**src/rtl/nmcs_pkg.sv**
```systemverilog
// shared types and constants for the nearest marker cluster selector
`default_nettype none

package nmcs_pkg;

    // field widths
    localparam int ID_W     = 10;
    localparam int POS_W    = 16;
    localparam int ROT_W    = 16;
    localparam int TEAM_W   = 11;
    localparam int RADIUS_W = 16;
    localparam int CFG_W    = 16;
    localparam int CFG_IDX_W = 2;

    // one stored marker: {id, pos x, pos y, pos z, rot x, rot y, rot z}
    localparam int WORD_W = ID_W + 3 * POS_W + 3 * ROT_W;
    localparam int ROT_Z_LSB = 0;
    localparam int ROT_Y_LSB = ROT_Z_LSB + ROT_W;
    localparam int ROT_X_LSB = ROT_Y_LSB + ROT_W;
    localparam int POS_Z_LSB = ROT_X_LSB + ROT_W;
    localparam int POS_Y_LSB = POS_Z_LSB + POS_W;
    localparam int POS_X_LSB = POS_Y_LSB + POS_W;
    localparam int ID_LSB    = POS_X_LSB + POS_W;

    // distance arithmetic
    localparam int DIFF_W = POS_W + 1;
    localparam int SQ_W   = 2 * POS_W;
    localparam int R2_W   = 2 * RADIUS_W;
    localparam int D2_W   = SQ_W + 2;

    // reset values
    localparam logic [RADIUS_W-1:0]     RADIUS_RESET = 16'd300;
    localparam logic [TEAM_W-1:0]       TEAM_RESET   = 11'h7FF;
    localparam logic signed [POS_W-1:0] DEPTH_MAX    = 16'sh7FFF;

    // configuration register indexes
    typedef enum logic [CFG_IDX_W-1:0] {
        CFG_RADIUS = 2'd0,
        CFG_TEAM_A = 2'd1,
        CFG_TEAM_B = 2'd2
    } cfg_idx_t;

    // store read address source
    typedef enum logic [1:0] {
        RD_ANCHOR = 2'd0,
        RD_SCAN   = 2'd1,
        RD_BEST   = 2'd2
    } rd_sel_t;

    // controller to datapath
    typedef struct packed {
        logic    load;
        logic    rd_en;
        rd_sel_t rd_sel;
        logic    anchor_ld;
        logic    dist_issue;
        logic    best_clear;
        logic    scan_step;
        logic    emit_found;
        logic    emit_none;
        logic    frame_clear;
    } cmd_t;

    // datapath to controller
    typedef struct packed {
        logic count_zero;
        logic last_scan;
        logic dist_busy;
        logic cand_zero;
        logic out_free;
        logic sel_final;
    } stat_t;

    // a negative team id matches nothing
    function automatic logic team_match(input logic [ID_W-1:0] id,
                                        input logic [TEAM_W-1:0] team);
        team_match = !team[TEAM_W-1] && (team[ID_W-1:0] == id);
    endfunction

endpackage

`default_nettype wire

```
**src/rtl/nmcs_ctrl.sv**
```systemverilog
// sequencing state machine for the nearest marker cluster selector
`default_nettype none

module nmcs_ctrl #(
    parameter int MAX_MARKERS = 16
) (
    input  wire logic                           clk,
    input  wire logic                           rst_n,
    input  wire logic                           in_valid,
    input  wire logic                           frame_end,
    output logic                                in_stall,
    input  wire nmcs_pkg::stat_t                stat,
    output nmcs_pkg::cmd_t                      cmd,
    output logic [$clog2(MAX_MARKERS)-1:0]      scan_idx
);

    localparam int IW = $clog2(MAX_MARKERS);

    typedef enum logic [8:0] {
        S_LOAD      = 9'b000000001,
        S_ANCHOR_RD = 9'b000000010,
        S_ANCHOR_LD = 9'b000000100,
        S_DIST      = 9'b000001000,
        S_DRAIN     = 9'b000010000,
        S_SCAN      = 9'b000100000,
        S_FETCH     = 9'b001000000,
        S_EMIT      = 9'b010000000,
        S_NONE      = 9'b100000000
    } state_t;

    state_t        state_reg, state_next;
    logic [IW-1:0] idx_reg, idx_next;

    assign scan_idx = idx_reg;
    assign in_stall = (state_reg != S_LOAD);

    // state and index registers
    always_ff @(posedge clk or negedge rst_n)
    begin
        if (!rst_n)
        begin
            state_reg <= S_LOAD;
            idx_reg   <= '0;
        end
        else
        begin
            state_reg <= state_next;
            idx_reg   <= idx_next;
        end
    end

    // next state and commands
    always_comb
    begin
        state_next = state_reg;
        idx_next   = idx_reg;
        cmd        = '0;
        cmd.rd_sel = nmcs_pkg::RD_SCAN;
        case (state_reg)
            S_LOAD:
            begin
                if (in_valid)
                begin
                    cmd.load = 1'b1;
                    if (frame_end)
                    begin
                        state_next = S_ANCHOR_RD;
                    end
                end
            end
            S_ANCHOR_RD:
            begin
                if (stat.count_zero)
                begin
                    state_next = S_NONE;
                end
                else
                begin
                    cmd.rd_en  = 1'b1;
                    cmd.rd_sel = nmcs_pkg::RD_ANCHOR;
                    state_next = S_ANCHOR_LD;
                end
            end
            S_ANCHOR_LD:
            begin
                cmd.anchor_ld = 1'b1;
                idx_next      = '0;
                state_next    = S_DIST;
            end
            S_DIST:
            begin
                cmd.rd_en      = 1'b1;
                cmd.rd_sel     = nmcs_pkg::RD_SCAN;
                cmd.dist_issue = 1'b1;
                if (stat.last_scan)
                begin
                    idx_next   = '0;
                    state_next = S_DRAIN;
                end
                else
                begin
                    idx_next = idx_reg + IW'(1);
                end
            end
            S_DRAIN:
            begin
                if (!stat.dist_busy)
                begin
                    if (stat.cand_zero)
                    begin
                        state_next = S_NONE;
                    end
                    else
                    begin
                        cmd.best_clear = 1'b1;
                        idx_next       = '0;
                        state_next     = S_SCAN;
                    end
                end
            end
            S_SCAN:
            begin
                cmd.scan_step = 1'b1;
                if (stat.last_scan)
                begin
                    idx_next   = '0;
                    state_next = S_FETCH;
                end
                else
                begin
                    idx_next = idx_reg + IW'(1);
                end
            end
            S_FETCH:
            begin
                cmd.rd_en  = 1'b1;
                cmd.rd_sel = nmcs_pkg::RD_BEST;
                state_next = S_EMIT;
            end
            S_EMIT:
            begin
                if (stat.out_free)
                begin
                    cmd.emit_found = 1'b1;
                    if (stat.sel_final)
                    begin
                        cmd.frame_clear = 1'b1;
                        state_next      = S_LOAD;
                    end
                    else
                    begin
                        cmd.best_clear = 1'b1;
                        idx_next       = '0;
                        state_next     = S_SCAN;
                    end
                end
            end
            S_NONE:
            begin
                if (stat.out_free)
                begin
                    cmd.emit_none   = 1'b1;
                    cmd.frame_clear = 1'b1;
                    state_next      = S_LOAD;
                end
            end
            default:
            begin
                state_next = S_LOAD;
            end
        endcase
    end

endmodule

`default_nettype wire

```
**config.mk**
```make
export PLATFORM = sky130hd
export DESIGN_NAME = nmcs_ctrl
export DESIGN_NICKNAME = d
export VERILOG_FILES = /design/src/rtl/nmcs_pkg.sv /design/src/rtl/nmcs_ctrl.sv
export SDC_FILE = /design/constraint.sdc
export NUM_CORES = 1
export LEC_CHECK = 0
export BUFFER_PORTS_ARGS = -buffer_cell sky130_fd_sc_hd__buf_2
export CORE_MARGIN = 4
export CORE_UTILIZATION = 46
export CTS_CLUSTER_SIZE = 24
export DETAILED_ROUTE_END_ITERATION = 8
export PLACE_DENSITY_LB_ADDON = 0.1
export RECOVER_POWER = 25
export SETUP_SLACK_MARGIN = 0.2
export SLEW_MARGIN = 40
export SYNTH_ARGS = -nofsm -noshare
export SYNTH_HDL_FRONTEND = slang
export SYNTH_SLANG_ARGS = --single-unit
```
**constraint.sdc**
```tcl
create_clock -name clk -period 1.8 [get_ports clk]
set_input_delay 0.36 -clock clk [delete_from_list [all_inputs] [get_ports clk]]
set_output_delay 0.36 -clock clk [all_outputs]
set_load 0.01 [all_outputs]
```
* Word-level counts from Yosys, hierarchy flattened *
Index checks and enable logic that the tools add are counted.

cells by class
  add/subtract/negate cells = 1
  equality and inequality tests = 19
  mux-type cells = 36
  reductions and logical operators = 4

operators by type and width
  kind                 count
  $mux 9               9
  $pmux 9 s9           1
  $mux 4               5
  $ne 2x2->1 const B   9
  $pmux 4 s4           1
  $mux 1               14
  $eq 9x1->1 const B   1
  $eq 9x2->1 const B   1
  $eq 9x3->1 const B   1
  $eq 9x4->1 const B   1
  $eq 9x5->1 const B   1
  $eq 9x6->1 const B   1
  $eq 9x7->1 const B   1
  $eq 9x8->1 const B   1
  $eq 9x9->1 const B   1
  $ne 9x1->1 const B   1
  $pmux 3 s3           1
  $reduce_and 7->1     1
  $mux 6               1
  $reduce_and 5->1     1
  $add 4x1->4 const B  1
  $pmux 1 s2           2
  $reduce_bool 4->1    1
  $mux 3               1
  2 further kinds      2

storage, ports and cells
  flip-flop bits (word level) = 13
  bits of input ports = 10
  output and inout port bits = 16
  word-level logic and storage cells = 62

* Longest topological paths before layout *
Gate-level depths: netlist of run 1.

  depth in word-level cells = 4
  mapped depth = 7
  gate-level depth less buffers = 5

* Worst setup path before layout of run 1 *
OpenSTA, ideal clock, no wires.

  path kind = flip-flop to flip-flop
  start point = register state_reg[1]
  end point = register idx_reg[0] (netlist: scan_idx[0])
  library setup time = 0.125 ns
  arrival time = 1.685 ns
  data required time = 1.675 ns
  path slack = -0.010 ns
  stages on the path, launching flop included = 6
  buffers on the path = 0
  clock period less this slack = 1.810 ns
  cells stage by stage = dfrtp_1 nor4_4 nand3_2 or3_1 a21o_1 mux2_4

between the ends
  longest elaborated chain between the ends = 4
  elaborated cells on any way between the ends = 13
  those cells by class = eq/ne: 9; mux: 1; reduce/logical: 3

RTL lines
  element                                          line             text
  start: declaration                               nmcs_ctrl.sv:31  state_t state_reg, state_next;
  start signal: assignment                         nmcs_ctrl.sv:47  state_reg <= state_next;
  $eq 9x6->1 / $eq 9x4->1 (equally long branches)  nmcs_ctrl.sv:59  case (state_reg)
  $reduce_or 2->1 (no line)                        --
  $reduce_bool 4->1 (no line)                      --
  $reduce_and 5->1 (no line)                       --
  end signal: assignment                           nmcs_ctrl.sv:48  idx_reg <= idx_next;
  end: declaration                                 nmcs_ctrl.sv:32  logic [IW-1:0] idx_reg, idx_next;

Parallel ways exist; a longest one is shown, timed or not.
A chain may end at the register's enable or synchronous reset.

==> summary.txt, run 1 <==
Outcome
  • Outcome: finished, violations left
  • Violated checks: setup timing

Floorplan
  • Core area: 2000 um^2
  • Die area: 2960 um^2
  • Die height: 54.4 um
  • Starting Density: 0.496
  • Num ports: 26
  • Width of the die: 54.4 um
  • Site Rows: 16

Timing
  • RSZ-0062 raised after global routing: yes
  • Count of final setup violators: 21
  • Setup TNS: -5.47 ns
  • Period minus WS final: 2.25 ns
  • Final WS setup: -0.451 ns
  • Final cycle utilization of the critical path: 1.25
  • Fmax achieved: 444 MHz
  • Final Slew Violations: 0
  • Hold Vio Cnt, Final: 0
  • Clock Skews: 0.00224 ns
  • Worst slew margin: 0.506
  • Worst Tran Pin Value: 0.741 ns

Cells and area
  • Synth-to-layout area growth: 78.8%
  • Fin util: 0.886
  • Largest register FFs: 9
  • Non-Filler Instances: 205
  • Nets: 190
  • Antenna cells: 0
  • Share of layout cells above drive strength 1: 0.669

Yosys
  • Avg Cell Area, Syn: 9.54 um^2
  • Syn Inst Count: 104
  • Synthesized area: 992 um^2
  • Post-Synth Adder-Cell Area: 0.0126
  • FF+latch count, synth: 13
  • Synth Net Count: 115
  • Post-synthesis simple-gate area fraction: 0.352
  • Synth Flop Type: dfrtp_1
  • XOR/XNOR share of the synthesized area: 0.0353
  • Synth Area in Compound Gates: 0.151
  • Seq/Total Area, Yosys: 0.329
  • Syn. warnings: 0
  • Post-synth EDFFs: 0
  • Post-synthesis async set-or-reset flop share: 1.00
  • Unique masters post-synth: 42
  • Mux cell area share after synthesis: 0.0151
  • Largest family of logic cells by synthesized area: simple AND/OR/NAND/NOR gates

Place
  • Post-DP HPWL: 2.14 mm
  • IO Port Bufs: 25
  • Dpl ws: -0.0790 ns
  • Final Wtd Congestion: 0.889
  • Placed Instances: 172

Clock network
  • Clock transition at the registers of the reported paths: 0.09 ns
  • Longest Clk Path Bufs: 2
  • H-tree Lvls: 1
  • Total CTS buffers: 3
  • Clock tree sinks: 13
  • CTS root buf: clkbuf_4
  • Clock Latency Late Sink: 0.28 ns
  • TritonCTS clock tree: built

Route
  • Initial DRC Count: 23
  • Final ANT Viol Nets: 0
  • Vias per cell: 6.05
  • Drt pass-1 iters: 4
  • Post-Route WL: 4.18 mm
  • Vias post-DR: 1,240
  • DRC Markers: 0
  • Wire per inst: 20.4 um

Setup path
  • CP Max Fanout: 3
  • Critical path arrival: 1.89 ns
  • Worst EP required: 1.44 ns
  • Reg2reg setup slack: -0.35 ns
  • Worst setup EP type: primary output
  • WS Path Type: register to primary output
  • Startpoint types: register

Pwr
  • Leakage power: 0.000896 uW
  • Psw: 798 uW
  • Sw Share: 0.406
  • PwrDens: 1110 nW/um^2
  • Pint: 1170 uW
  • Max VDD drop: 0.948 mV
  • Clock power frac: 0.096
  • Sequential share of power: 0.222
  • Combinational fraction of design power: 0.682

Job
  • Total of max-cap violations: 0

Worst hold path
  • Worst Hold Class: primary input to register

Global routing
  • First-pass GRT wire length: 5.81 mm
  • Grt total ovfl: 0
  • Largest net degree at the start of global routing: 14
  • Vias in the first global route: 1,172
  • Total Routing Usage GR: 0.284
  • Initial antenna violation count: 0
[worst paths after layout]
path,end,start,cells past startpoint
setup / recovery,cmd[2],state_reg[1],7
hold / removal,state_reg[8],stat[1],2
setup reg to reg,scan_idx[0],state_reg[1],7
hold reg to reg,scan_idx[1],scan_idx[1],1
max in group asynchronous,state_reg[6],rst_n,2
min in group asynchronous,state_reg[2],rst_n,2
[per-stage QoR]
stage                     power, uW  hold slack (ns)  instance area, um^2
after global placement         1140            0.266                 1290
after CTS                      1750            0.350                 1630
final                          1970            0.367                 1770
after global routing           2050            0.374                 1770
after floorplan                 897           0.0644                 1020
after detailed placement       1160            0.269                 1290
[cells by family after synthesis]
family | Yosys count
compound gates | 22
xor+xnor | 4
fa+ha+maj | 1
buf+inv | 13
flops | 13
mux | 1
simple gates | 50
[cells in the final DEF (no fill, tap or decap), types with 3 or more instances in the layout]
master    Yosys  routed
nor4_4        2       3
nor3_1        5       3
a21oi_1       5       3
a21o_1        4       4
nand2_1       6       3
inv_1         5       5
clkbuf_4      0       3
dfrtp_2       0       5
buf_6         4      19
buf_2         1      20
nor2_2        0       3
nor2_1       11       8
dfrtp_1      12       7
buf_4         1      36
nand4b_1      3       3
[critical path: stages, from the launching register on]
cell and delay [ns]:
dfrtp_2 0.44, nor4_4 0.36, nand3_2 0.15, buf_4 0.17
buf_6 0.11, buf_6 0.11, nor2_1 0.10, buf_2 0.15
[final cells by class]
type,instances,area (um^2)
Timing Repair Buffer,78,618
Tap cell,27,33.8
Multi-Input combinational cell,78,744
Fill cell,98,228
Inverter,5,18.8
Clock buffer,4,26.3
Sequential cell,13,333
[Yosys cell counts, types with 2 or more instances]
library cell	n	area, um^2
xnor2_1	2	17.5
nor2_1	11	41.3
a22o_1	2	17.5
nand2_1	6	22.5
nor3b_1	2	15.0
dfrtp_1	12	300
o22ai_1	2	12.5
xor2_1	2	17.5
and3_2	2	15.0
a21oi_1	5	25.0
inv_1	5	18.8
o21ai_0	3	15.0
nor4_4	2	42.5
buf_6	4	45.0
clkbuf_8	2	27.5
or3_1	2	12.5
nor3_1	5	25.0
nand4b_1	3	26.3
nor4b_1	3	26.3
nor2b_1	2	12.5
nand3_1	3	15.0
a21o_1	4	30.0
[routing by layer]
metal | up-vias | GRT usage | share of wire
met3 | 35 | 0.0490 | 0.071
li1 | 530 | - | -
met5 | - | 0 | 0
met1 | 596 | 0.325 | 0.39
met2 | 79 | 0.502 | 0.48
met4 | 0 | 0.141 | 0.059
[repair_timing]
action	4_1_cts	5_1_grt
endpoints found under the setup margin	23	25
buffers inserted	21	7
resized for setup	36	18
hold endpoints to repair	12	0
hold buffers	1	0
pin swaps	22	16
[power groups by stage]
| stage | combinational, uW | sequential (uW) | clock [uW] |
|---|---|---|---|
| 6_report | 1340 | 436 | 190 |
| 3_3_place_gp | 714 | 430 | 0 |
| 2_1_floorplan | 472 | 425 | 0 |
| 3_5_place_dp | 728 | 436 | 0 |
| 5_1_grt | 1400 | 445 | 203 |
| 4_1_cts | 1130 | 432 | 188 |
Power figures use the tool's default switching activity.
==> run 2, diff against run 1 <==
--- a/config.mk
+++ b/config.mk
@@ -5,9 +5,11 @@
 export SDC_FILE = /design/constraint.sdc
 export NUM_CORES = 1
 export LEC_CHECK = 0
+export ABC_AREA = 1
 export BUFFER_PORTS_ARGS = -buffer_cell sky130_fd_sc_hd__buf_2
+export CORE_ASPECT_RATIO = 1.1
 export CORE_MARGIN = 4
-export CORE_UTILIZATION = 46
+export CORE_UTILIZATION = 47
 export CTS_CLUSTER_SIZE = 24
 export DETAILED_ROUTE_END_ITERATION = 8
 export PLACE_DENSITY_LB_ADDON = 0.1
==> run 2 against run 1 <==
Compared with the run above:
- core utilization fell by 8.3 points
- register-to-register slack improved by 0.42 ns
- clock-buffer cell count did not move
- hold slack got worse by 0.11 ns
- flip-flop and latch count did not move
- routed wire length fell by 9.7%
- die area rose by 2.0%
- the flow still finishes with violations (setup timing)
- critical path type unchanged
==> summary.txt, run 2 <==
Outcome
  • Outcome: finished, violations left
  • Violated checks: setup timing

Setup path
  • Reg2reg start: state_reg[7]
  • CP endpoint: cmd[0]
  • CP Max Fanout: 5
  • Critical path arrival: 1.61 ns
  • Slowest stage delay, CP: 0.46 ns
  • Crit-path cells: nor4_1 -> nand4_1 -> a21oi_2 -> buf_2
  • Worst path bufs/invs: 1
  • Worst setup startpoint: state_reg[4]
  • R2R cell count: 13
  • Startpoint types: register
  • WS Path Type: register to primary output
  • Reg2reg setup slack: 0.07 ns
  • Crit path max-delay family: simple AND/OR/NAND/NOR gates
  • Worst path slowest cell: dfrtp_2
  • Worst EP required: 1.44 ns
  • Critical R2R Capture: state_reg[8]
  • WP depth: 4
  • Worst setup EP type: primary output

Yosys
  • Count leader, synth: nand2_1
  • Post-synth top area share: 0.290
  • Post-synth EDFFs: 0
  • Synth cell count leaders: 41 x nand2_1, 23 x inv_1, 20 x nor2_1, 12 x dfrtp_1, 10 x nand3_1
  • Avg Cell Area, Syn: 6.74 um^2
  • Seq/Total Area, Yosys: 0.315
  • Syn. warnings: 0
  • Unique masters post-synth: 24
  • Top post-synthesis cells by area: dfrtp_1 29%, nand2_1 15%, inv_1 8.3%
  • Synth Flop Type: dfrtp_1
  • Synthesized area: 1040 um^2
  • FF+latch count, synth: 13
  • Area leader, netlist: dfrtp_1
  • Syn Inst Count: 154
  • Post-synthesis async set-or-reset flop share: 1.00
  • Synth Net Count: 165

Route
  • Post-Route WL: 3.77 mm
  • Drt pass-1 iters: 5
  • Initial DRC Count: 43
  • Met2 routed WL: 1.87 mm
  • Wire per inst: 15.7 um
  • Vias post-DR: 1,260
  • Max Used Layer: met4
  • Vias per cell: 5.25
  • Final ANT Viol Nets: 0
  • DRC Markers: 0
  • Met1 wire length: 1.43 mm
  • Met3 Wirelength: 270 um

Clock network
  • Clock Latency Late Sink: 0.30 ns
  • Longest Clk Path Bufs: 2
  • Clock transition at the registers of the reported paths: 0.09 ns
  • CTS root buf: clkbuf_4
  • H-tree Lvls: 1
  • Clock tree sinks: 13
  • Total CTS buffers: 3
  • TritonCTS clock tree: built

Timing
  • Final WS setup: -0.171 ns
  • Worst slew margin: 0.463
  • Final cycle utilization of the critical path: 1.09
  • Period minus WS final: 1.97 ns
  • RSZ-0062 raised after global routing: yes
  • Fmax achieved: 507 MHz
  • Count of final setup violators: 11
  • Clock Skews: 0.00862 ns
  • Final Slew Violations: 0
  • Hold Vio Cnt, Final: 0
  • Worst Tran Pin Value: 0.806 ns

Cells and area
  • Synth-to-layout area growth: 59.8%
  • Commonest non-fill, non-tap cell in the layout: nand2_1
  • Final instance area: 1660 um^2
  • Most frequent cells in the layout: 30 x nand2_1, 21 x buf_4, 20 x buf_2, 16 x inv_1, 13 x nand2_2
  • Largest register FFs: 9
  • Non-Filler Instances: 240
  • Share of layout cells above drive strength 1: 0.575
  • Nets: 224
  • Antenna cells: 0

Place
  • IO Port Bufs: 25
  • Final Wtd Congestion: 0.965
  • Post-DP HPWL: 2.12 mm
  • Placed Instances: 208
  • Dpl cell area: 1200 um^2

Pwr
  • Leakage power: 0.000937 uW
  • Max VDD drop: 0.937 mV
  • PwrDens: 1080 nW/um^2

Floorplan
  • Num ports: 26
  • Width of the die: 52.8 um
  • Die height: 57.3 um
  • Die area: 3020 um^2
  • Site Rows: 17
  • Core area: 2060 um^2
  • Starting Density: 0.503

Global routing
  • Grt total ovfl: 0
  • Largest net degree at the start of global routing: 14
  • Total Routing Usage GR: 0.238
  • First-pass GRT wire length: 5.33 mm
  • Initial antenna violation count: 0
  • Vias in the first global route: 1,222

Job
  • Total of max-cap violations: 0

Worst hold path
  • Worst Hold Class: primary input to register
-- run 2: cell count changes in the layout (fill, tap and decap cells not counted), moves of 11 or more --
cell / before / now
nand2_2: 1 / 13
inv_2: 0 / 11
nand2_1: 3 / 30
nor2_4: 0 / 12
buf_4: 36 / 21
inv_1: 5 / 16
-- run 2: worst min path at each step --
stage | cells past startpoint | endpoint | start
2_1_floorplan | 0 | scan_idx[0] | rst_n
3_3_place_gp | 1 | state_reg[3] | rst_n
3_5_place_dp | 1 | state_reg[1] | rst_n
4_1_cts | 2 | state_reg[2] | stat[5]
5_1_grt | 2 | state_reg[2] | stat[5]
6_report | 2 | state_reg[2] | stat[5]
-- run 2: metrics by stage --
stage               hold slack, ns  total power, uW  worst slack, ns   util  setup TNS (ns)
floorplan                   0.0644              955            0.239      -               0
global placement             0.267             1150            0.150  0.584               0
detailed placement           0.270             1150            0.120  0.584               0
CTS                          0.241             1610          -0.0836  0.730          -0.289
global route                 0.250             1920           -0.232  0.804           -1.72
finish                       0.257             1800           -0.171  0.804          -0.939
-- run 2: what timing repair did --
item | in CTS | in global routing
pin swaps | 18 | 24
hold buffers | 1 | 0
hold endpoints to repair | 12 | 0
buffers inserted | 20 | 7
resized for setup | 34 | 31
endpoints found under the setup margin | 12 | 23
-- run 2: area by class of cell --
class,count,area (um^2)
Sequential cell,13,330
Tap cell,28,35.0
Fill cell,134,405
Inverter,31,126
Multi-Input combinational cell,110,744
Timing Repair Buffer,54,395
Clock buffer,4,26.3
-- run 2: kinds of logic after synthesis --
kind of cell               Yosys count  synth area share
and+or+nand+nor                     96             0.478
xor gates and xnor gates             2            0.0169
AOI/OAI and AO/OA                   11            0.0663
buffers and inverters               31             0.112
adders and majority gates            1            0.0121
DFF                                 13             0.315
-- run 2: power breakdown --
group | total (uW) | switching (uW) | internal [uW]
Combinational | 1160 | 659 | 505
Sequential | 435 | 69.5 | 366
Clock | 200 | 113 | 86.6
-- run 2: metal layers --
layer / track usage / vias up
met5: 0 / -
met4: 0.135 / 0
met3: 0.0339 / 21
met2: 0.383 / 73
met1: 0.298 / 573
li1: - / 593
==> run 3, diff against run 2 <==
--- a/config.mk
+++ b/config.mk
@@ -7,7 +7,7 @@
 export LEC_CHECK = 0
 export ABC_AREA = 1
 export BUFFER_PORTS_ARGS = -buffer_cell sky130_fd_sc_hd__buf_2
-export CORE_ASPECT_RATIO = 1.1
+export CORE_ASPECT_RATIO = 1.2
 export CORE_MARGIN = 4
 export CORE_UTILIZATION = 47
 export CTS_CLUSTER_SIZE = 24
==> run 3 against run 2 <==
Compared with the run above:
- the flow still finishes with violations (setup timing)
- final area fell by 9.6%
- non-clock buffer count fell by 13
- hold slack improved by 0.0048 ns
- via count fell by 12%
- maximum frequency rose by 2.7%
- routed wire length fell by 24%
- die area barely moved
- total power fell by 13%
- worst setup slack improved by 0.051 ns
- sequential share of layout area rose by 2.1 points
- critical path type unchanged
==> summary.txt, run 3 (synthesized netlist as in run 2, its figures left out) <==
Outcome
  • Outcome: finished, violations left
  • Violated checks: setup timing

Timing
  • Fmax achieved: 521 MHz
  • Setup TNS: -0.489 ns
  • Period minus WS final: 1.92 ns
  • Clock Skews: 0.00389 ns
  • Final Slew Violations: 0
  • Final cycle utilization of the critical path: 1.07
  • Worst slew margin: 0.528
  • Hold Vio Cnt, Final: 0
  • Count of final setup violators: 8
  • RSZ-0062 raised after global routing: yes
  • Final WS setup: -0.119 ns
  • Worst Tran Pin Value: 0.708 ns

Floorplan
  • Width of the die: 50.9 um
  • Die area: 3030 um^2
  • Num ports: 26
  • Starting Density: 0.501
  • Site Rows: 18
  • Die height: 59.5 um
  • Core area: 2070 um^2

Clock network
  • Clock Latency Late Sink: 0.28 ns
  • CTS root buf: clkbuf_4
  • Total CTS buffers: 3
  • Longest Clk Path Bufs: 2
  • Clock transition at the registers of the reported paths: 0.07 ns
  • TritonCTS clock tree: built
  • Clock tree sinks: 13
  • H-tree Lvls: 1

Place
  • Placed Instances: 210
  • IO Port Bufs: 25
  • Post-DP HPWL: 2.10 mm
  • Dpl ws: 0.0991 ns
  • Final Wtd Congestion: 0.871

Route
  • Wire per inst: 12.5 um
  • Vias post-DR: 1,115
  • DRC Markers: 0
  • Drt pass-1 iters: 4
  • Final ANT Viol Nets: 0
  • Vias per cell: 4.87
  • Initial DRC Count: 31
  • Post-Route WL: 2.86 mm

Cells and area
  • Commonest non-fill, non-tap cell in the layout: nand2_1
  • Share of layout cells above drive strength 1: 0.513
  • Largest register FFs: 9
  • Most frequent cells in the layout: 31 x nand2_1, 23 x buf_2, 20 x inv_1, 14 x nor2_1, 12 x buf_4
  • Fillers: 177
  • Synth-to-layout area growth: 44.5%
  • Nets: 211
  • Non-Filler Instances: 229
  • Antenna cells: 0

Pwr
  • Max VDD drop: 0.646 mV
  • PwrDens: 1050 nW/um^2
  • Leakage power: 0.000871 uW
  • PnR Total Power: 1570 uW

Global routing
  • Grt total ovfl: 0
  • Vias in the first global route: 1,034
  • Initial antenna violation count: 0
  • Total Routing Usage GR: 0.192
  • Largest net degree at the start of global routing: 14
  • First-pass GRT wire length: 4.34 mm

Setup path
  • Worst EP required: 1.44 ns
  • Worst path slowest cell: dfrtp_1
  • Crit-path cells: nor2_4 -> nand2_4 -> nor2_4 -> nand2_2 -> o32ai_2 -> buf_2
  • Startpoint types: register
  • Critical R2R Capture: scan_idx[3]
  • Reg2reg start: state_reg[2]
  • Crit path max-delay family: simple AND/OR/NAND/NOR gates
  • CP Max Fanout: 3
  • Reg2reg setup slack: 0.11 ns
  • Most frequent CP cell: nor2_4
  • R2R cell count: 12
  • WS Path Type: register to primary output
  • Worst path bufs/invs: 1
  • Slowest stage delay, CP: 0.43 ns
  • Worst setup EP type: primary output
  • Critical path arrival: 1.56 ns

Worst hold path
  • Worst Hold Class: primary input to register
  • Hold Path Stages: 2
  • Hold_sp: stat[5]
  • WHS Endpoint: state_reg[2]

Job
  • Total of max-cap violations: 0
## run 3: layer usage
layer	track usage	up-vias	share of wire
met4	0.0308	0	0.017
li1	-	565	-
met3	0.0277	6	0.039
met1	0.204	513	0.38
met2	0.397	31	0.56
met5	0	-	0
## run 3: area by class of cell
class | count | area [um^2] | share of cell area
repair buffers | 41 | 264 | 0.176
multi-input cells | 110 | 722 | 0.482
inverters | 31 | 119 | 0.0793
clock buffers | 4 | 26.3 | 0.0175
flip-flops and latches | 13 | 330 | 0.220
well taps | 30 | 37.5 | 0.0250
## run 3: worst max-delay path by stage
stage                  from     end  slack (ns)  cells after the start
3_5_place_dp   state_reg[2]  cmd[4]         0.1                      6
3_3_place_gp   state_reg[2]  cmd[4]        0.11                      6
4_1_cts        state_reg[3]  cmd[4]       -0.08                      7
2_1_floorplan  state_reg[2]  cmd[4]        0.24                      5
5_1_grt        state_reg[2]  cmd[4]       -0.19                      6
6_report       state_reg[2]  cmd[4]       -0.12                      6
## run 3: power by group
part | internal (uW) | switching (uW) | total [uW]
clock network | 86.0 | 94.6 | 181
logic | 384 | 566 | 950
registers | 366 | 71.2 | 437
total | 836 | 732 | 1570
## run 3: worst register-to-register path: stages, from the launching register on
cell and delay [ns]:
dfrtp_1 0.43, nor2_4 0.20, nand2_4 0.10, buf_4 0.14
buf_4 0.13, nor2_4 0.10, o211ai_1 0.10, nand2_1 0.11
inv_2 0.07, nand2_4 0.07, nand2_1 0.05, nand2_1 0.05
inv_1 0.04
## run 3: repair_timing
item	CTS	global route
pin swaps	8	15
hold buffers	1	0
endpoints found under the setup margin	12	19
buffers inserted	11	3
resized for setup	13	30
endpoints found under the hold margin	12	0
## run 3: per-stage QoR
step | hold slack (ns) | utilization | area, um^2
floorplan | 0.0644 | - | 1040
global placement | 0.260 | 0.583 | 1210
detailed placement | 0.263 | 0.583 | 1210
CTS | 0.263 | 0.664 | 1380
global route | 0.266 | 0.723 | 1500
finish | 0.261 | 0.723 | 1500
